## src/hw/rtl/npc_pkg.sv

```systemverilog
// ----------------------------------------------------------------------------
// npc_pkg
// Shared types and constants of the non-overlapping pattern counter.
// ----------------------------------------------------------------------------
package npc_pkg;

   localparam int TEXT_BYTE_WIDTH = 8;
   localparam int ANSWER_WIDTH    = 14;
   localparam int CSR_DATA_WIDTH  = 64;
   localparam int CSR_INDEX_WIDTH = 1;
   localparam int LENGTH_WIDTH    = 4;
   localparam int BLOCK_WIDTH     = 3;

   localparam logic [TEXT_BYTE_WIDTH-1:0] DIGIT_LOW  = 8'h30;
   localparam logic [TEXT_BYTE_WIDTH-1:0] DIGIT_HIGH = 8'h39;
   localparam logic [ANSWER_WIDTH-1:0]    DIGIT_ANSWER = '1;

   typedef enum logic [CSR_INDEX_WIDTH-1:0] {
      CSR_PATTERN_BYTES  = 1'b0,
      CSR_PATTERN_LENGTH = 1'b1
   } npc_csr_type;

   typedef struct packed {
      logic                   match;
      logic                   digit;
      logic                   last;
      logic [BLOCK_WIDTH-1:0] hold;
   } npc_entry_type;

endpackage

```

## src/hw/rtl/npc_if.sv

```systemverilog
// ----------------------------------------------------------------------------
// npc_req_if / npc_rsp_if
// Valid/ready channels for text bytes and for answers.
// ----------------------------------------------------------------------------
interface npc_req_if;
   import npc_pkg::*;

   logic                       valid;
   logic                       ready;
   logic [TEXT_BYTE_WIDTH-1:0] text_byte;
   logic                       end_of_text;

   modport source (output valid, output text_byte, output end_of_text, input ready);
   modport sink (input valid, input text_byte, input end_of_text, output ready);
endinterface

interface npc_rsp_if;
   import npc_pkg::*;

   logic                           valid;
   logic                           ready;
   logic signed [ANSWER_WIDTH-1:0] answer;

   modport source (output valid, output answer, input ready);
   modport sink (input valid, input answer, output ready);
endinterface

```

## src/hw/rtl/npc_front.sv

```systemverilog
// ----------------------------------------------------------------------------
// npc_front
// Takes text bytes, keeps the byte window and classifies each byte as a
// pattern end and as a digit.
// ----------------------------------------------------------------------------
module npc_front #(
   parameter int MAX_PATTERN = 8
) (
   input  logic                                   clock,
   input  logic                                   reset,
   npc_req_if.sink                                req_chan,
   input  logic [npc_pkg::CSR_DATA_WIDTH-1:0]     pattern_bytes,
   input  logic [npc_pkg::LENGTH_WIDTH-1:0]       pattern_length,
   input  logic                                   queue_full,
   output logic                                   push,
   output npc_pkg::npc_entry_type                 push_entry
);
   import npc_pkg::*;

   localparam int WIN_WIDTH  = TEXT_BYTE_WIDTH * MAX_PATTERN;
   localparam int SEEN_WIDTH = $clog2(MAX_PATTERN + 1);
   localparam int IDX_WIDTH  = (MAX_PATTERN > 1) ? $clog2(MAX_PATTERN) : 1;

   logic [WIN_WIDTH-1:0]  window_ff, window_in;
   logic [SEEN_WIDTH-1:0] seen_ff, seen_in, seen_next;
   logic [SEEN_WIDTH-1:0] used_len;
   logic [WIN_WIDTH-1:0]  window_next;
   logic [MAX_PATTERN-1:0] len_ok;
   logic                  accept;

   assign req_chan.ready = !queue_full;
   assign accept         = req_chan.valid && !queue_full;

   always_comb begin
      if (pattern_length == '0) begin
         used_len = SEEN_WIDTH'(1);
      end else if (pattern_length > LENGTH_WIDTH'(MAX_PATTERN)) begin
         used_len = SEEN_WIDTH'(MAX_PATTERN);
      end else begin
         used_len = SEEN_WIDTH'(pattern_length);
      end
   end

   generate
      if (MAX_PATTERN > 1) begin : g_shift
         assign window_next = {window_ff[WIN_WIDTH-TEXT_BYTE_WIDTH-1:0], req_chan.text_byte};
      end else begin : g_single
         assign window_next = req_chan.text_byte;
      end
   endgenerate

   assign seen_next = (seen_ff < SEEN_WIDTH'(MAX_PATTERN)) ? seen_ff + 1'b1 : seen_ff;

   always_comb begin
      for (int l = 0; l < MAX_PATTERN; l++) begin
         len_ok[l] = 1'b1;
         for (int i = 0; i <= l; i++) begin
            if (window_next[(l-i)*TEXT_BYTE_WIDTH +: TEXT_BYTE_WIDTH] !=
                pattern_bytes[i*TEXT_BYTE_WIDTH +: TEXT_BYTE_WIDTH]) begin
               len_ok[l] = 1'b0;
            end
         end
      end
   end

   always_comb begin
      push_entry.match = (seen_next >= used_len) &&
                         len_ok[IDX_WIDTH'(used_len - 1'b1)];
      push_entry.digit = (req_chan.text_byte >= DIGIT_LOW) &&
                         (req_chan.text_byte <= DIGIT_HIGH);
      push_entry.last  = req_chan.end_of_text;
      push_entry.hold  = BLOCK_WIDTH'(used_len - 1'b1);
      push             = accept;
   end

   always_comb begin
      window_in = window_ff;
      seen_in   = seen_ff;
      if (accept) begin
         if (req_chan.end_of_text) begin
            window_in = '0;
            seen_in   = '0;
         end else begin
            window_in = window_next;
            seen_in   = seen_next;
         end
      end
   end

   always_ff @(posedge clock) begin
      if (reset) begin
         window_ff <= '0;
         seen_ff   <= '0;
      end else begin
         window_ff <= window_in;
         seen_ff   <= seen_in;
      end
   end

endmodule

```

## src/hw/rtl/npc_queue.sv

```systemverilog
// ----------------------------------------------------------------------------
// npc_queue
// Two-entry queue of classified bytes between the front and the back.
// ----------------------------------------------------------------------------
module npc_queue (
   input  logic                   clock,
   input  logic                   reset,
   input  logic                   push,
   input  npc_pkg::npc_entry_type push_entry,
   input  logic                   pop,
   output npc_pkg::npc_entry_type pop_entry,
   output logic                   full,
   output logic                   empty
);
   import npc_pkg::*;

   npc_entry_type slot_ff [2];
   logic          wr_ptr_ff, wr_ptr_in;
   logic          rd_ptr_ff, rd_ptr_in;
   logic [1:0]    count_ff, count_in;

   assign full      = (count_ff == 2'd2);
   assign empty     = (count_ff == 2'd0);
   assign pop_entry = slot_ff[rd_ptr_ff];

   always_comb begin
      wr_ptr_in = push ? !wr_ptr_ff : wr_ptr_ff;
      rd_ptr_in = pop ? !rd_ptr_ff : rd_ptr_ff;
      count_in  = count_ff + {1'b0, push} - {1'b0, pop};
   end

   always_ff @(posedge clock) begin
      if (push) begin
         slot_ff[wr_ptr_ff] <= push_entry;
      end
   end

   always_ff @(posedge clock) begin
      if (reset) begin
         wr_ptr_ff <= 1'b0;
         rd_ptr_ff <= 1'b0;
         count_ff  <= 2'd0;
      end else begin
         wr_ptr_ff <= wr_ptr_in;
         rd_ptr_ff <= rd_ptr_in;
         count_ff  <= count_in;
      end
   end

endmodule

```

## src/hw/rtl/npc_back.sv

```systemverilog
// ----------------------------------------------------------------------------
// npc_back
// Applies the match blocking, counts matches, tracks digits and holds the
// answer of each text in an output register.
// ----------------------------------------------------------------------------
module npc_back #(
   parameter int MAX_TEXT_LEN = 4096
) (
   input  logic                   clock,
   input  logic                   reset,
   input  logic                   empty,
   input  npc_pkg::npc_entry_type pop_entry,
   output logic                   pop,
   npc_rsp_if.source              rsp_chan
);
   import npc_pkg::*;

   localparam int COUNT_WIDTH = $clog2(MAX_TEXT_LEN + 1);

   logic [COUNT_WIDTH-1:0]  total_ff, total_in;
   logic [BLOCK_WIDTH-1:0]  blocked_ff, blocked_in;
   logic                    digit_ff, digit_in;
   logic                    valid_ff, valid_in;
   logic [ANSWER_WIDTH-1:0] answer_ff, answer_in;

   assign pop             = !empty && (!valid_ff || rsp_chan.ready);
   assign rsp_chan.valid  = valid_ff;
   assign rsp_chan.answer = answer_ff;

   always_comb begin
      total_in   = total_ff;
      blocked_in = blocked_ff;
      digit_in   = digit_ff;
      valid_in   = valid_ff && !rsp_chan.ready;
      answer_in  = answer_ff;
      if (pop) begin
         digit_in = digit_ff || pop_entry.digit;
         if (blocked_ff != '0) begin
            blocked_in = blocked_ff - 1'b1;
         end else if (pop_entry.match) begin
            if (total_ff < COUNT_WIDTH'(MAX_TEXT_LEN)) begin
               total_in = total_ff + 1'b1;
            end
            blocked_in = pop_entry.hold;
         end
         if (pop_entry.last) begin
            valid_in   = 1'b1;
            answer_in  = digit_in ? DIGIT_ANSWER : ANSWER_WIDTH'(total_in);
            total_in   = '0;
            blocked_in = '0;
            digit_in   = 1'b0;
         end
      end
   end

   always_ff @(posedge clock) begin
      answer_ff <= answer_in;
   end

   always_ff @(posedge clock) begin
      if (reset) begin
         total_ff   <= '0;
         blocked_ff <= '0;
         digit_ff   <= 1'b0;
         valid_ff   <= 1'b0;
      end else begin
         total_ff   <= total_in;
         blocked_ff <= blocked_in;
         digit_ff   <= digit_in;
         valid_ff   <= valid_in;
      end
   end

endmodule

```

## src/hw/rtl/nonoverlap_pattern_counter.sv

```systemverilog
// The last text byte passes through a queue slot and then into the answer register before the answer is valid.
// Throughput: one byte per cycle when the queue has room; the compare is in the transfer cycle.
// A two-entry queue lets the byte intake and the counting stall independently.
// Reset is synchronous and active high; it clears the text state except the answer and queue
// data registers, sets the pattern to zero and the pattern length to one.
// ----------------------------------------------------------------------------
// nonoverlap_pattern_counter
// Counts non-overlapping occurrences of a pattern of up to eight bytes in a
// byte stream and reports the count, or -1 for a text with digits.
// ----------------------------------------------------------------------------
module nonoverlap_pattern_counter #(
   parameter int MAX_PATTERN  = 8,
   parameter int MAX_TEXT_LEN = 4096
) (
   input  logic                                clock,
   input  logic                                reset,
   npc_req_if.sink                             req_chan,
   npc_rsp_if.source                           rsp_chan,
   input  logic                                csr_write_enable,
   input  logic [npc_pkg::CSR_INDEX_WIDTH-1:0] csr_index,
   input  logic [npc_pkg::CSR_DATA_WIDTH-1:0]  csr_write_data
);
   import npc_pkg::*;

   logic [CSR_DATA_WIDTH-1:0] pattern_bytes_ff, pattern_bytes_in;
   logic [LENGTH_WIDTH-1:0]   pattern_length_ff, pattern_length_in;
   logic                      push, pop, full, empty;
   npc_entry_type             push_entry, pop_entry;

   always_comb begin
      pattern_bytes_in  = pattern_bytes_ff;
      pattern_length_in = pattern_length_ff;
      if (csr_write_enable) begin
         case (npc_csr_type'(csr_index))
            CSR_PATTERN_BYTES: begin
               pattern_bytes_in = csr_write_data;
            end
            CSR_PATTERN_LENGTH: begin
               pattern_length_in = csr_write_data[LENGTH_WIDTH-1:0];
            end
            default: begin
               pattern_bytes_in = pattern_bytes_ff;
            end
         endcase
      end
   end

   always_ff @(posedge clock) begin
      if (reset) begin
         pattern_bytes_ff  <= '0;
         pattern_length_ff <= LENGTH_WIDTH'(1);
      end else begin
         pattern_bytes_ff  <= pattern_bytes_in;
         pattern_length_ff <= pattern_length_in;
      end
   end

   npc_front #(
      .MAX_PATTERN (MAX_PATTERN)
   ) u_front (
      .clock          (clock),
      .reset          (reset),
      .req_chan       (req_chan),
      .pattern_bytes  (pattern_bytes_ff),
      .pattern_length (pattern_length_ff),
      .queue_full     (full),
      .push           (push),
      .push_entry     (push_entry)
   );

   npc_queue u_queue (
      .clock      (clock),
      .reset      (reset),
      .push       (push),
      .push_entry (push_entry),
      .pop        (pop),
      .pop_entry  (pop_entry),
      .full       (full),
      .empty      (empty)
   );

   npc_back #(
      .MAX_TEXT_LEN (MAX_TEXT_LEN)
   ) u_back (
      .clock     (clock),
      .reset     (reset),
      .empty     (empty),
      .pop_entry (pop_entry),
      .pop       (pop),
      .rsp_chan  (rsp_chan)
   );

endmodule
```

## src/flat_wrapper.sv

```systemverilog
// flat-port wrapper written by rule: the top's interface ports become plain ports
module nonoverlap_pattern_counter_flat import npc_pkg::*;
#(
   parameter int MAX_PATTERN  = 8,
   parameter int MAX_TEXT_LEN = 4096
)
  (clock, reset, csr_write_enable, csr_index, csr_write_data, req_chan_valid, req_chan_text_byte, req_chan_end_of_text, req_chan_ready, rsp_chan_valid, rsp_chan_answer, rsp_chan_ready);
  npc_req_if req_chan_i ();
  npc_rsp_if rsp_chan_i ();
  input  logic clock;
  input  logic reset;
  input  logic csr_write_enable;
  input  logic [npc_pkg::CSR_INDEX_WIDTH-1:0] csr_index;
  input  logic [npc_pkg::CSR_DATA_WIDTH-1:0] csr_write_data;
  input wire logic [$bits(req_chan_i.valid)-1:0] req_chan_valid;
  input wire logic [$bits(req_chan_i.text_byte)-1:0] req_chan_text_byte;
  input wire logic [$bits(req_chan_i.end_of_text)-1:0] req_chan_end_of_text;
  output wire logic [$bits(req_chan_i.ready)-1:0] req_chan_ready;
  output wire logic [$bits(rsp_chan_i.valid)-1:0] rsp_chan_valid;
  output wire logic [$bits(rsp_chan_i.answer)-1:0] rsp_chan_answer;
  input wire logic [$bits(rsp_chan_i.ready)-1:0] rsp_chan_ready;
  assign req_chan_i.valid = req_chan_valid;
  assign req_chan_i.text_byte = req_chan_text_byte;
  assign req_chan_i.end_of_text = req_chan_end_of_text;
  assign req_chan_ready = req_chan_i.ready;
  assign rsp_chan_valid = rsp_chan_i.valid;
  assign rsp_chan_answer = rsp_chan_i.answer;
  assign rsp_chan_i.ready = rsp_chan_ready;
  nonoverlap_pattern_counter #(.MAX_PATTERN(MAX_PATTERN), .MAX_TEXT_LEN(MAX_TEXT_LEN)) u_core (.clock(clock), .reset(reset), .req_chan(req_chan_i), .rsp_chan(rsp_chan_i), .csr_write_enable(csr_write_enable), .csr_index(csr_index), .csr_write_data(csr_write_data));
endmodule
```

## config.mk

```make
export PLATFORM = sky130hd
export DESIGN_NAME = nonoverlap_pattern_counter_flat
export DESIGN_NICKNAME = d
export VERILOG_FILES = /design/src/hw/rtl/npc_pkg.sv /design/src/hw/rtl/npc_if.sv /design/src/hw/rtl/npc_front.sv /design/src/hw/rtl/npc_queue.sv /design/src/hw/rtl/npc_back.sv /design/src/hw/rtl/nonoverlap_pattern_counter.sv /design/src/flat_wrapper.sv
export SDC_FILE = /design/constraint.sdc
export NUM_CORES = 1
export LEC_CHECK = 0
export ABC_AREA = 1
export BUFFER_PORTS_ARGS = -buffer_cell sky130_fd_sc_hd__buf_4
export CORE_MARGIN = 1.5
export CORE_UTILIZATION = 25
export DETAILED_ROUTE_END_ITERATION = 6
export SLEW_MARGIN = 20
export SYNTH_ARGS = -nofsm -noshare
export SYNTH_HDL_FRONTEND = slang
export SYNTH_HIERARCHICAL = 1
export SYNTH_SLANG_ARGS = --single-unit
```

## constraint.sdc

```tcl
create_clock -name clock -period 6.05 [get_ports clock]
set_input_delay 1.815 -clock clock [delete_from_list [all_inputs] [get_ports clock]]
set_output_delay 1.815 -clock clock [all_outputs]
set_load 0.02 [all_outputs]
```

# After elaboration in Yosys (flattened, before gate mapping)

Memory sizes are Yosys's and may differ from the RTL's. A register that Yosys moved wholly into a read port is not among the register bits.
Index checks and enable logic that the tools add are counted.

Memory bits (read-only): 0
Bits of input ports: 79
Bits in writable memories: 12
Memories kept: 1
Register bits: 164
Output and inout port bits: 16
Latch bits: 0
Logic and storage cells: 144

Bitwise operators: 1
$add $sub $neg: 6
Equal/unequal tests: 37
Multipliers: 0
Mux-type cells: 58
Reductions and logical operators: 21
Div/mod/pow operators: 0
Shifts and indexed selects: 0
Magnitude comparators: 7

Memories:

| memory                 | words | bits a word | read ports | clocked after Yosys merged registers in | wr ports | RTL line        | RTL |
|---|---|---|---|---|---|---|---|
| u_core.u_queue.slot_ff | 2     | 6           | 1          | 1                                       | 1        | npc_queue.sv:17 | `npc_entry_type slot_ff [2];` |

Operator list:

| cell                                                        | count |
|---|---|
| != test 8 bit                                               | 36 |
| 2-to-1 mux 56 bit                                           | 1 |
| 2-to-1 mux 13 bit                                           | 4 |
| 2-to-1 mux 1 bit                                            | 44 |
| 2-to-1 mux 4 bit                                            | 4 |
| 2-to-1 mux 14 bit                                           | 1 |
| adder 13 x 1 -> 13 bit (second input constant)              | 1 |
| less-than comparator 13 bit (second input constant)         | 1 |
| 2-to-1 mux 3 bit                                            | 3 |
| >= comparator 8 x 6 -> 1 bit (second input constant)        | 1 |
| <= comparator 8 x 6 -> 1 bit (second input constant)        | 1 |
| AND reduction 2 bit                                         | 4 |
| logical NOT 1 bit                                           | 6 |
| nonzero test 3 bit                                          | 2 |
| subtractor 3 x 1 -> 3 bit (second input constant)           | 2 |
| logical AND 1 bit                                           | 5 |
| adder 4 x 1 -> 4 bit (second input constant)                | 1 |
| >= comparator 4 bit                                         | 1 |
| > comparator 4 bit (second input constant)                  | 1 |
| logical NOT 4 bit                                           | 1 |
| less-than comparator 3 x 4 -> 1 bit (second input constant) | 1 |
| less-than comparator 4 bit (second input constant)          | 1 |
| binary-select mux 1 bit (select 3 bit)                      | 1 |
| adder 2 x 1 -> 2 bit                                        | 1 |
| 5 further kinds                                             | 6 |

# Logic depth before layout (Yosys ltp)

Gate-level depths: netlist (run 1).

Depth after elaboration: 12
Depth in mapped cells: 15
Gate-level depth less buffers: 14

# Hierarchy

The synthesis (run 1) kept the hierarchy.

By module, submodules not included:

| module                     | instances | area each (µm²) | cells an instance |
|---|---|---|---|
| npc_front                  | 1         | 6880.3          | 1160 |
| nonoverlap_pattern_counter | 1         | 2884.0          | 432 |
| npc_back                   | 1         | 1651.6          | 211 |
| npc_queue                  | 1         | 685.7           | 50 |

# Least setup slack after synthesis (run 1)

Ideal clock, no wire load.

Kind: input port to flip-flop
Start point: input port rsp_chan_ready
End point: register u_core.u_back.answer_ff[0] (netlist: u_core/u_back/rsp_chan.answer[0]) (enable)
Arrival time: 2.844 ns
Required time: 5.666 ns
Path slack: 2.821 ns
Cell stages on the path: 5
Cells stage by stage: inv_1 -> nand2_1 -> nand2_2 -> buf_1 -> nor2_1

Longest elaborated chain between the ends: 3

Ends and longest elaborated chain:

| element                              | RTL line           | RTL |
|---|---|---|
| from (decl)                          | flat_wrapper.sv:21 | `input wire logic [$bits(rsp_chan_i.ready)-1:0] rsp_chan_ready;` |
| logical OR 1 bit                     | npc_back.sv:26     | `assign pop = !empty && (!valid_ff \|\| rsp_chan.ready);` |
| logical AND 1 bit                    | npc_back.sv:26     |  |
| AND reduction 2 bit (no source line) | --                 |  |
| to (signal assigned)                 | npc_back.sv:57     | `answer_ff <= answer_in;` |
| to (decl)                            | npc_back.sv:24     | `logic [ANSWER_WIDTH-1:0] answer_ff, answer_in;` |

No other way between the ends.
A chain may end at the register's enable or synchronous reset.

==> results.py, run 1 <==
metrics = {
    "yosys": {
        "synthCells": 1853,
        "yosysSeqAreaShare_pct": 31.4,
        "ys_types": 40,
        "yosysTopAreaCell": "dfxtp_1",
        "ys.warnings.count": 6,
        "synth_commonest_cells": "nand2_1 (569), nor2_1 (281), dfxtp_1 (151)",
        "syn_area_um2": 12100,
        "synth_edf_count": 26,
        "synthMostInstantiatedCell": "nand2_1",
        "synthMuxAreaShare_pct": 0.744,
        "synth_ff_type": "dfxtp_1",
        "synth_compound_area_share_pct": 4.70,
        "synth_top_area_share_pct": 25.0,
        "synthSimpleGateAreaFrac_pct": 34.5,
        "synthAdderAreaFrac_pct": 1.14,
        "synth_top_family_by_area": "simple AND/OR/NAND/NOR gates",
        "synth_area_leaders": "dfxtp_1 (25%), nand2_1 (18%), nor2_1 (8.7%)",
        "synth_xor_area_share_pct": 14.3,
        "synth_nets": 1943,
        "syn_area_per_cell_um2": 6.53,
        "ys_ff_latch": 177,
        "synthArstFlopShare_pct": 0,
    },
    "clock_network": {
        "cts_root_buf": "clkbuf_16",
        "h-tree-depth": 4,
        "path_clk_slew_ns": 0.08,
        "cts_max_path_buffers": 2,
        "hold_buffers": 0,
        "cts_buffers": 17,
        "post_cts_buffers": 0,
        "clk_latency_ns": 0.45,
        "ctsResizeCount": 0,
        "cts_tree": "done",
        "cts.sinks": 177,
    },
    "cells_and_area": {
        "final_nets": 1928,
        "diodes": 0,
        "area_growth_pct": 10.6,
        "drive_above_1_share_pct": 11.9,
        "fin_util_pct": 28.0,
    },
    "die": {
        "die-area_um2": 49700,
        "die_height_um": 223,
        "die_x_um": 223,
        "io_pins": 95,
        "rows": 80,
        "core_um2": 47700,
        "start_util_pct": 25.3,
    },
    "routing": {
        "drtAntennaViolNets": 0,
        "wl_mm": 43.6,
        "dr.pass1.iters": 5,
        "drc_errors": 0,
        "via_per_inst": 4.58,
        "routedWlPerCell_um": 17.7,
        "drt_iter0_drc": 916,
        "vias": 11290,
    },
    "global_route": {
        "grt_pass1_wl_mm": 65.6,
        "grt.total_usage_pct": 17.6,
        "grt_overflow": 0,
        "first_global_vias": 10556,
        "antenna_found_initial": 0,
        "grt_max_degree": 83,
    },
    "critical_path": {
        "r2r-end": "u_core/u_queue/slot_ff[0][5]",
        "critical_path_class": "primary input to register",
        "arrival_ns": 3.94,
        "r2r_setup_slack_ns": 3.31,
        "required_ns": 6.39,
        "critPathTopFamily": "buffers and inverters",
        "critical_path.cell_chain": "buf_4 > clkinv_2 > nand2_1 > nor2_1",
        "crit_start": "reset",
        "path_depth": 4,
        "startpoint_type": "primary input",
        "crit_fanout": 82,
        "r2r_cells": 12,
        "endpoint_kind": "register",
        "crit_buf_inv": 2,
        "r2r-start": "u_core/pattern_length_ff[2]",
        "cpPeakStageDelay_ns": 0.95,
        "cpMaxStageDelayCell": "clkinv_2",
        "endpoint": "u_core/pattern_bytes_ff[32]",
    },
    "sta": {
        "tns_ns": 0,
        "timing.fmax_ghz": 0.278,
        "setup_viol": 0,
        "final_hold_viol_count": 0,
        "drv_slew": 0,
        "tightest_slew_ns": 1.04,
        "layout_min_cycle_time_ns": 3.60,
        "hold_slack_ns": 0.467,
        "worst_slack_ns": 2.45,
        "fin_crit_sh_pct": 59.5,
        "rsz0062_at_grt": "false",
        "relSlewSlack_pct": 30.2,
        "fin_skew_ns": 0.00996,
    },
    "placement": {
        "io_buffers": 94,
        "gp_congestion": 0.962,
        "place_ws_ns": 1.84,
        "dp_hpwl_mm": 32.6,
    },
    "power": {
        "finalPower_w": 0.00361,
        "p_leak_nw": 6.02,
        "power_density_nw_per_um2": 270,
        "peakVddDrop_mv": 0.137,
    },
    "flow_run": {
        "maxCapViolCount": 0,
    },
    "outcome": {
        "status": "finished, final reports clean",
    },
    "min_path": {
        "hold_class": "register to register",
    },
}
-- worst min-delay path by stage --
stage                      startpoint                     end  slack (ns)  cells after the start
3_5_place_dp   u_core/u_back/digit_ff  u_core/u_back/digit_ff        0.46                      2
4_1_cts        u_core/u_back/digit_ff  u_core/u_back/digit_ff        0.47                      2
3_3_place_gp   u_core/u_back/digit_ff  u_core/u_back/digit_ff        0.45                      2
2_1_floorplan  u_core/u_back/digit_ff  u_core/u_back/digit_ff        0.44                      2
5_1_grt        u_core/u_back/digit_ff  u_core/u_back/digit_ff        0.49                      2
6_report       u_core/u_back/digit_ff  u_core/u_back/digit_ff        0.47                      2
-- layout make-up --
type | instances | area [um2]
tap | 615 | 769
timing repair buffer | 98 | 736
clock buffer | 17 | 425
sequential | 177 | 3800
multi-input combinational | 1344 | 6720
fill | 5288 | 34400
inverter | 200 | 759
clock inverter | 15 | 168
-- worst register-to-register path: cells and delay by family (launching register included) --
family	cells	cell delay, ns
AOI/OAI and AO/OA	3	0.67
and+or+nand+nor	5	0.50
buffers and inverters	3	0.49
adders and majority gates	1	0.47
DFF	1	0.38
-- layer usage --
layer	wire [um]	GRT usage [%]	up-vias
met5	0	0	-
met4	1150	5.92	0
met3	2540	2.59	53
met2	20300	29.4	385
met1	19600	23.2	5264
li1	-	-	5588
-- power breakdown --
| group | switching [W] | internal, W |
|---|---|---|
| registers | 0.000161 | 0.00133 |
| logic | 0.000629 | 0.000378 |
| clock network | 0.000561 | 0.000553 |
-- placed cells by master, fill, tap and decap left out, types with 2 or more instances in the layout --
cell type,count
nand2_2,2
dfxtp_1,151
nand2_4,3
nand3_1,110
nand4_1,27
inv_4,3
nor3_1,10
ha_1,11
nor2_2,8
o22ai_1,6
nor2_1,280
inv_8,2
clkbuf_16,17
or2_2,5
xnor2_1,108
mux2_4,6
a21oi_2,2
nand3b_1,4
clkinv_4,2
edfxtp_1,26
inv_1,143
nand2_1,568
a31oi_1,2
a21oi_1,78
inv_2,51
clkinv_8,5
inv_6,4
o21ai_1,3
clkinv_1,3
nor2_4,6
buf_4,98
o21ai_0,9
xor2_1,88
-- kinds of logic after synthesis --
kind of cell | count (synthesis)
AND/OR/NAND/NOR | 1025
flip-flops | 177
multiplexers | 6
XOR/XNOR | 197
buffers and inverters | 332
AO/OA/AOI/OAI | 105
adder cells (fa/ha/maj) | 11
-- state kept, by name, indices dropped and copies added, names as in the netlist, named ones only --
signal / count
u_core/u_front/seen_ff: 4
u_core/u_queue/rd_ptr_ff: 1
u_core/pattern_bytes_ff: 64
u_core/pattern_length_ff: 4
u_core/u_back/total_ff: 13
u_core/u_back/rsp_chan.answer: 14
u_core/u_back/digit_ff: 1
u_core/u_queue/slot_ff: 12
u_core/u_back/rsp_chan.valid: 1
u_core/u_queue/count_ff: 2
u_core/u_queue/wr_ptr_ff: 1
u_core/u_front/window_ff: 56
u_core/u_back/blocked_ff: 3
-- stage by stage --
step	area (um2)	std cells
after floorplan	12100	1853
after global placement	12800	2434
after detailed placement	12800	2434
after CTS	13400	2466
after global routing	13400	2466
final	13400	2466
No activity file was read; power rests on OpenSTA's default activity.
==> inputs of run 2 (changes only) <==
- clock period: 6.05 -> 3.1 ns (I/O delays scaled with it)
==> run 2 against run 1 <==
Global-route usage up 0.49 points; critical path depth up 6; cell count up 1.1%; sequential cell count unchanged; register-to-register slack worse by 2.7 ns; combinational power up 100%; core utilization up 0.42 points; setup slack worse by 1.9 ns; non-clock buffer count up 26; clock-buffer cell count unchanged.
==> results.py, run 2 (synthesis gave the netlist of run 1 again) <==
metrics = {
    "placement": {
        "gp_congestion": 1.00,
        "io_buffers": 94,
        "placedCellCount": 2460,
        "dp_hpwl_mm": 34.5,
        "placed_cell_area_um2": 13000,
    },
    "power": {
        "peakVddDrop_mv": 0.292,
        "netSwitchingPower_w": 0.00262,
        "power_frac_comb_pct": 28.9,
        "clkPwrFrac_pct": 30.7,
        "power_frac_seq_pct": 40.4,
        "internal-power_w": 0.00451,
        "switching_share_pct": 36.8,
        "p_leak_nw": 6.17,
        "power_density_nw_per_um2": 525,
    },
    "sta": {
        "drv_slew": 0,
        "timing.fmax_ghz": 0.395,
        "tns_ns": 0,
        "tightest_slew_ns": 0.812,
        "hold_slack_ns": 0.470,
        "layout_min_cycle_time_ns": 2.53,
        "final_hold_viol_count": 0,
        "relSlewSlack_pct": 45.8,
        "fin_skew_ns": 0.0139,
        "rsz0062_at_grt": "false",
        "fin_crit_sh_pct": 81.6,
        "setup_viol": 0,
    },
    "cells_and_area": {
        "final_nets": 1954,
        "final_cells": 2492,
        "diodes": 0,
        "nFillCells": 5256,
        "largest_register_ffs": 64,
        "largest_register": "u_core/pattern_bytes_ff",
        "area_growth_pct": 12.3,
        "regArea_um2": 3800,
        "final_cell_mix": "nand2_1 (568), nor2_1 (280), dfxtp_1 (151), inv_1 (143), buf_4 (123)",
        "drive_above_1_share_pct": 13.2,
        "final_common_cell": "nand2_1",
        "fin_area_um2": 13600,
        "multi_input_area_um2": 6720,
    },
    "clock_network": {
        "cts_tree": "done",
        "cts_root_buf": "clkbuf_16",
        "cts_buffers": 17,
        "hold_buffers": 0,
        "h-tree-depth": 4,
        "post_cts_buffers": 0,
        "ctsResizeCount": 0,
        "path_clk_slew_ns": 0.07,
        "clk_latency_ns": 0.47,
        "cts.sinks": 177,
        "cts_max_path_buffers": 2,
    },
    "global_route": {
        "grt.total_usage_pct": 18.1,
        "grt_max_degree": 71,
        "antenna_found_initial": 0,
        "first_global_vias": 10880,
        "grt_overflow": 0,
        "grt_pass1_wl_mm": 67.2,
    },
    "die": {
        "rows": 80,
        "io_pins": 95,
        "die_x_um": 223,
        "die-area_um2": 49700,
        "core_um2": 47700,
        "die_height_um": 223,
        "start_util_pct": 25.3,
    },
    "routing": {
        "via_per_inst": 4.57,
        "vias": 11383,
        "routedWlPerCell_um": 17.8,
        "drt_iter0_drc": 889,
        "drc_errors": 0,
        "drtAntennaViolNets": 0,
        "dr.pass1.iters": 5,
        "wl_mm": 44.4,
    },
    "critical_path": {
        "critPathTopFamily": "simple AND/OR/NAND/NOR gates",
        "cpMaxStageDelayCell": "dfxtp_1",
        "critical_path_class": "register to register",
        "required_ns": 3.41,
        "endpoint_kind": "register",
        "crit_buf_inv": 1,
        "r2r_setup_slack_ns": 0.57,
        "startpoint_type": "register",
        "arrival_ns": 2.83,
        "r2r-end": "u_core/u_queue/slot_ff[1][5]",
        "critical_path.cell_chain": "inv_1 > nand2_1 > nand3_1 > nor2_1 > nand2_1 > nor2_1 > nand3_1 > nand3_1 > nand2_1 > a21oi_2",
        "r2r_cells": 10,
        "crit_fanout": 8,
        "r2r-start": "u_core/pattern_bytes_ff[16]",
        "cpPeakStageDelay_ns": 0.75,
    },
    "min_path": {
        "hold_class": "register to register",
        "hold_end": "u_core/u_back/digit_ff",
        "holdCritStartpoint": "u_core/u_back/digit_ff",
        "min_path_cells": 2,
    },
    "flow_run": {
        "maxCapViolCount": 0,
    },
    "outcome": {
        "status": "finished, final reports clean",
    },
}
[run 2: layout make-up]
cell class,count,area share [%]
sequential,177,28.0
tap,615,5.66
clock buffer,17,3.13
inverter,200,5.58
timing repair buffer,124,6.94
clock inverter,15,1.24
multi-input combinational,1344,49.4
[run 2: worst max path at each step]
| stage | start | to | slack [ns] | depth (start not counted) |
|---|---|---|---|---|
| global placement | req_chan_text_byte[5] | u_core/u_queue/slot_ff[0][5] | 0.36 | 11 |
| floorplan | rsp_chan_ready | u_core/u_back/rsp_chan.answer[0] | 0.76 | 5 |
| detailed placement | req_chan_text_byte[5] | u_core/u_queue/slot_ff[0][5] | 0.37 | 11 |
| CTS | u_core/pattern_bytes_ff[16] | u_core/u_queue/slot_ff[0][5] | 0.63 | 10 |
| global route | u_core/pattern_bytes_ff[16] | u_core/u_queue/slot_ff[0][5] | 0.61 | 10 |
| finish | u_core/pattern_bytes_ff[16] | u_core/u_queue/slot_ff[1][5] | 0.57 | 10 |
[run 2: metrics by stage]
step / setup WS (ns) / utilization (%) / total power, W
2_1_floorplan: 0.756 / - / 0.00429
3_3_place_gp: 0.357 / 27.2 / 0.00496
3_5_place_dp: 0.374 / 27.2 / 0.00498
4_1_cts: 0.631 / 28.5 / 0.00719
5_1_grt: 0.614 / 28.5 / 0.00753
6_report: 0.571 / 28.5 / 0.00713
[run 2: per-layer routing]
metal	vias up	global-route usage [%]	wire length, um
met5	-	0	0
met3	62	2.74	2140
met1	5360	24.0	20400
met2	315	29.6	20400
li1	5646	-	-
met4	0	7.09	1380
[run 2: power by group through the flow]
stage	Sequential (W)	Clock, W	Combinational, W
floorplan	0.00282	0	0.00146
global placement	0.00293	0	0.00204
detailed placement	0.00293	0	0.00205
CTS	0.00288	0.00225	0.00206
global route	0.00290	0.00234	0.00228
finish	0.00288	0.00219	0.00206
[run 2: worst min-delay path: stages (launching register included)]
cell     delay (ns)
dfxtp_1        0.32
inv_1          0.05
a21oi_1        0.05
==> inputs of run 3 (changes only) <==
- clock period: 3.1 -> 2.4 ns (I/O delays scaled with it)
==> run 3 against run 2 <==
Combinational power up 40%; setup slack worse by 0.32 ns; clock skew down 0.0063 ns; maximum frequency up 17%; clock power up 29%; sequential power up 26%; sequential cell count unchanged.
==> results.py, run 3 (synthesis gave the netlist of run 1 again) <==
metrics = {
    "outcome": {
        "status": "finished, final reports clean",
    },
    "critical_path": {
        "r2r-start": "u_core/pattern_bytes_ff[0]",
        "r2r_cells": 12,
        "required_ns": 2.71,
        "startpoint_type": "register",
        "critical_path.cell_chain": "buf_4 > xnor2_1 > nand2_1 > nor2_1 > nand2_1 > nor2_1 > nand3_1 > nand2_1 > nand2_1 > nand2_1 > nand2_1 > a21oi_2",
        "critical_path_class": "register to register",
        "cpMaxStageDelayCell": "dfxtp_1",
        "crit_fanout": 5,
        "crit_top_cell": "nand2_1",
        "r2r-end": "u_core/u_queue/slot_ff[0][5]",
        "critPathTopFamily": "simple AND/OR/NAND/NOR gates",
        "r2r_setup_slack_ns": 0.25,
        "endpoint_kind": "register",
        "arrival_ns": 2.46,
        "cpPeakStageDelay_ns": 0.66,
        "crit_buf_inv": 1,
    },
    "clock_network": {
        "cts_tree": "done",
        "path_clk_slew_ns": 0.07,
        "clk_latency_ns": 0.47,
        "cts.sinks": 177,
        "cts_root_buf": "clkbuf_16",
        "cts_max_path_buffers": 2,
        "h-tree-depth": 4,
        "ctsResizeCount": 0,
        "hold_buffers": 0,
        "cts_buffers": 17,
        "post_cts_buffers": 0,
    },
    "die": {
        "start_util_pct": 25.3,
        "die_x_um": 223,
        "core_um2": 47700,
        "die_height_um": 223,
        "die-area_um2": 49700,
        "io_pins": 95,
        "rows": 80,
    },
    "min_path": {
        "min_path_cells": 1,
        "holdCritStartpoint": "req_chan_end_of_text",
        "hold_class": "primary input to register",
        "hold_end": "u_core/u_queue/slot_ff[1][3]",
    },
    "global_route": {
        "grt.total_usage_pct": 18.8,
        "grt_max_degree": 69,
        "antenna_found_initial": 0,
        "grt_pass1_wl_mm": 69.2,
        "first_global_vias": 11317,
        "grt_overflow": 0,
    },
    "sta": {
        "relSlewSlack_pct": 39.6,
        "setup_viol": 0,
        "drv_slew": 0,
        "tightest_slew_ns": 0.902,
        "worst_slack_ns": 0.247,
        "fin_crit_sh_pct": 89.7,
        "fin_skew_ns": 0.00754,
        "layout_min_cycle_time_ns": 2.15,
        "rsz0062_at_grt": "false",
        "tns_ns": 0,
        "timing.fmax_ghz": 0.464,
        "final_hold_viol_count": 0,
    },
    "cells_and_area": {
        "final_common_cell": "nand2_1",
        "largest_register_ffs": 64,
        "largest_register": "u_core/pattern_bytes_ff",
        "nFillCells": 5288,
        "fin_area_um2": 14100,
        "final_cell_mix": "nand2_1 (568), nor2_1 (280), buf_4 (171), dfxtp_1 (150), inv_1 (143)",
        "final_nets": 2008,
        "multi_input_area_um2": 6720,
        "regArea_um2": 3800,
        "drive_above_1_share_pct": 15.6,
        "area_growth_pct": 16.2,
        "diodes": 0,
    },
    "power": {
        "clkPwrFrac_pct": 30.3,
        "power_frac_comb_pct": 30.8,
        "netSwitchingPower_w": 0.00336,
        "power_frac_seq_pct": 38.9,
        "switching_share_pct": 36.0,
        "p_leak_nw": 6.46,
        "power_density_nw_per_um2": 665,
        "peakVddDrop_mv": 0.354,
        "internal-power_w": 0.00599,
    },
    "placement": {
        "gp_congestion": 0.973,
        "placed_cell_area_um2": 13500,
        "io_buffers": 94,
        "place_ws_ns": 0.158,
        "dp_hpwl_mm": 36.3,
    },
    "flow_run": {
        "maxCapViolCount": 0,
    },
    "routing": {
        "vias": 11553,
        "via_per_inst": 4.54,
        "drtAntennaViolNets": 0,
        "routedWlPerCell_um": 18.0,
        "drt_iter0_drc": 863,
        "dr.pass1.iters": 5,
        "drc_errors": 0,
        "wl_mm": 45.8,
    },
}
-- run 3: worst max path at each step --
| stage | startpoint | endpoint | slack (ns) | cells after the start |
|---|---|---|---|---|
| 2_1_floorplan | rsp_chan_ready | u_core/u_back/rsp_chan.answer[0] | 0.27 | 5 |
| 3_3_place_gp | req_chan_text_byte[1] | u_core/u_queue/slot_ff[0][5] | 0.16 | 15 |
| 3_5_place_dp | req_chan_text_byte[1] | u_core/u_queue/slot_ff[0][5] | 0.16 | 15 |
| 4_1_cts | u_core/u_front/window_ff[10] | u_core/u_queue/slot_ff[0][5] | 0.20 | 13 |
| 5_1_grt | u_core/pattern_bytes_ff[0] | u_core/u_queue/slot_ff[1][5] | 0.04 | 14 |
| 6_report | u_core/pattern_bytes_ff[0] | u_core/u_queue/slot_ff[0][5] | 0.25 | 12 |
-- run 3: power by group through the flow --
stage	logic, W	clock network (W)	registers, W
after floorplan	0.00189	0	0.00365
after global placement	0.00284	0	0.00370
after detailed placement	0.00287	0	0.00371
after CTS	0.00288	0.00292	0.00364
after global routing	0.00318	0.00304	0.00367
final	0.00288	0.00283	0.00364
-- run 3: per-stage QoR --
stage               hold WS (ns)  cells  utilization (%)  power [W]
detailed placement         0.456   2514             28.2    0.00658
global placement           0.447   2514             28.2    0.00655
CTS                        0.433   2546             29.4    0.00944
global route               0.438   2546             29.4    0.00988
floorplan                  0.437   1853                -    0.00554
finish                     0.460   2546             29.4    0.00935
-- run 3: per-layer routing --
metal  track usage, %  share of wire [%]  routed length, um
met2             30.6                 45              20600
met1             24.1                 45              20700
met4             7.83                3.9               1800
met5                0                  0                  0
met3             3.98                5.9               2710
-- run 3: cell type report --
class                           instances  share of cell area [%]
Tap cell                              615                    5.47
Clock buffer                           18                    3.05
Sequential cell                       177                    27.1
Multi-Input combinational cell       1344                    47.8
Inverter                              200                    5.39
Timing Repair Buffer                  178                    10.1
Clock inverter                         14                    1.09
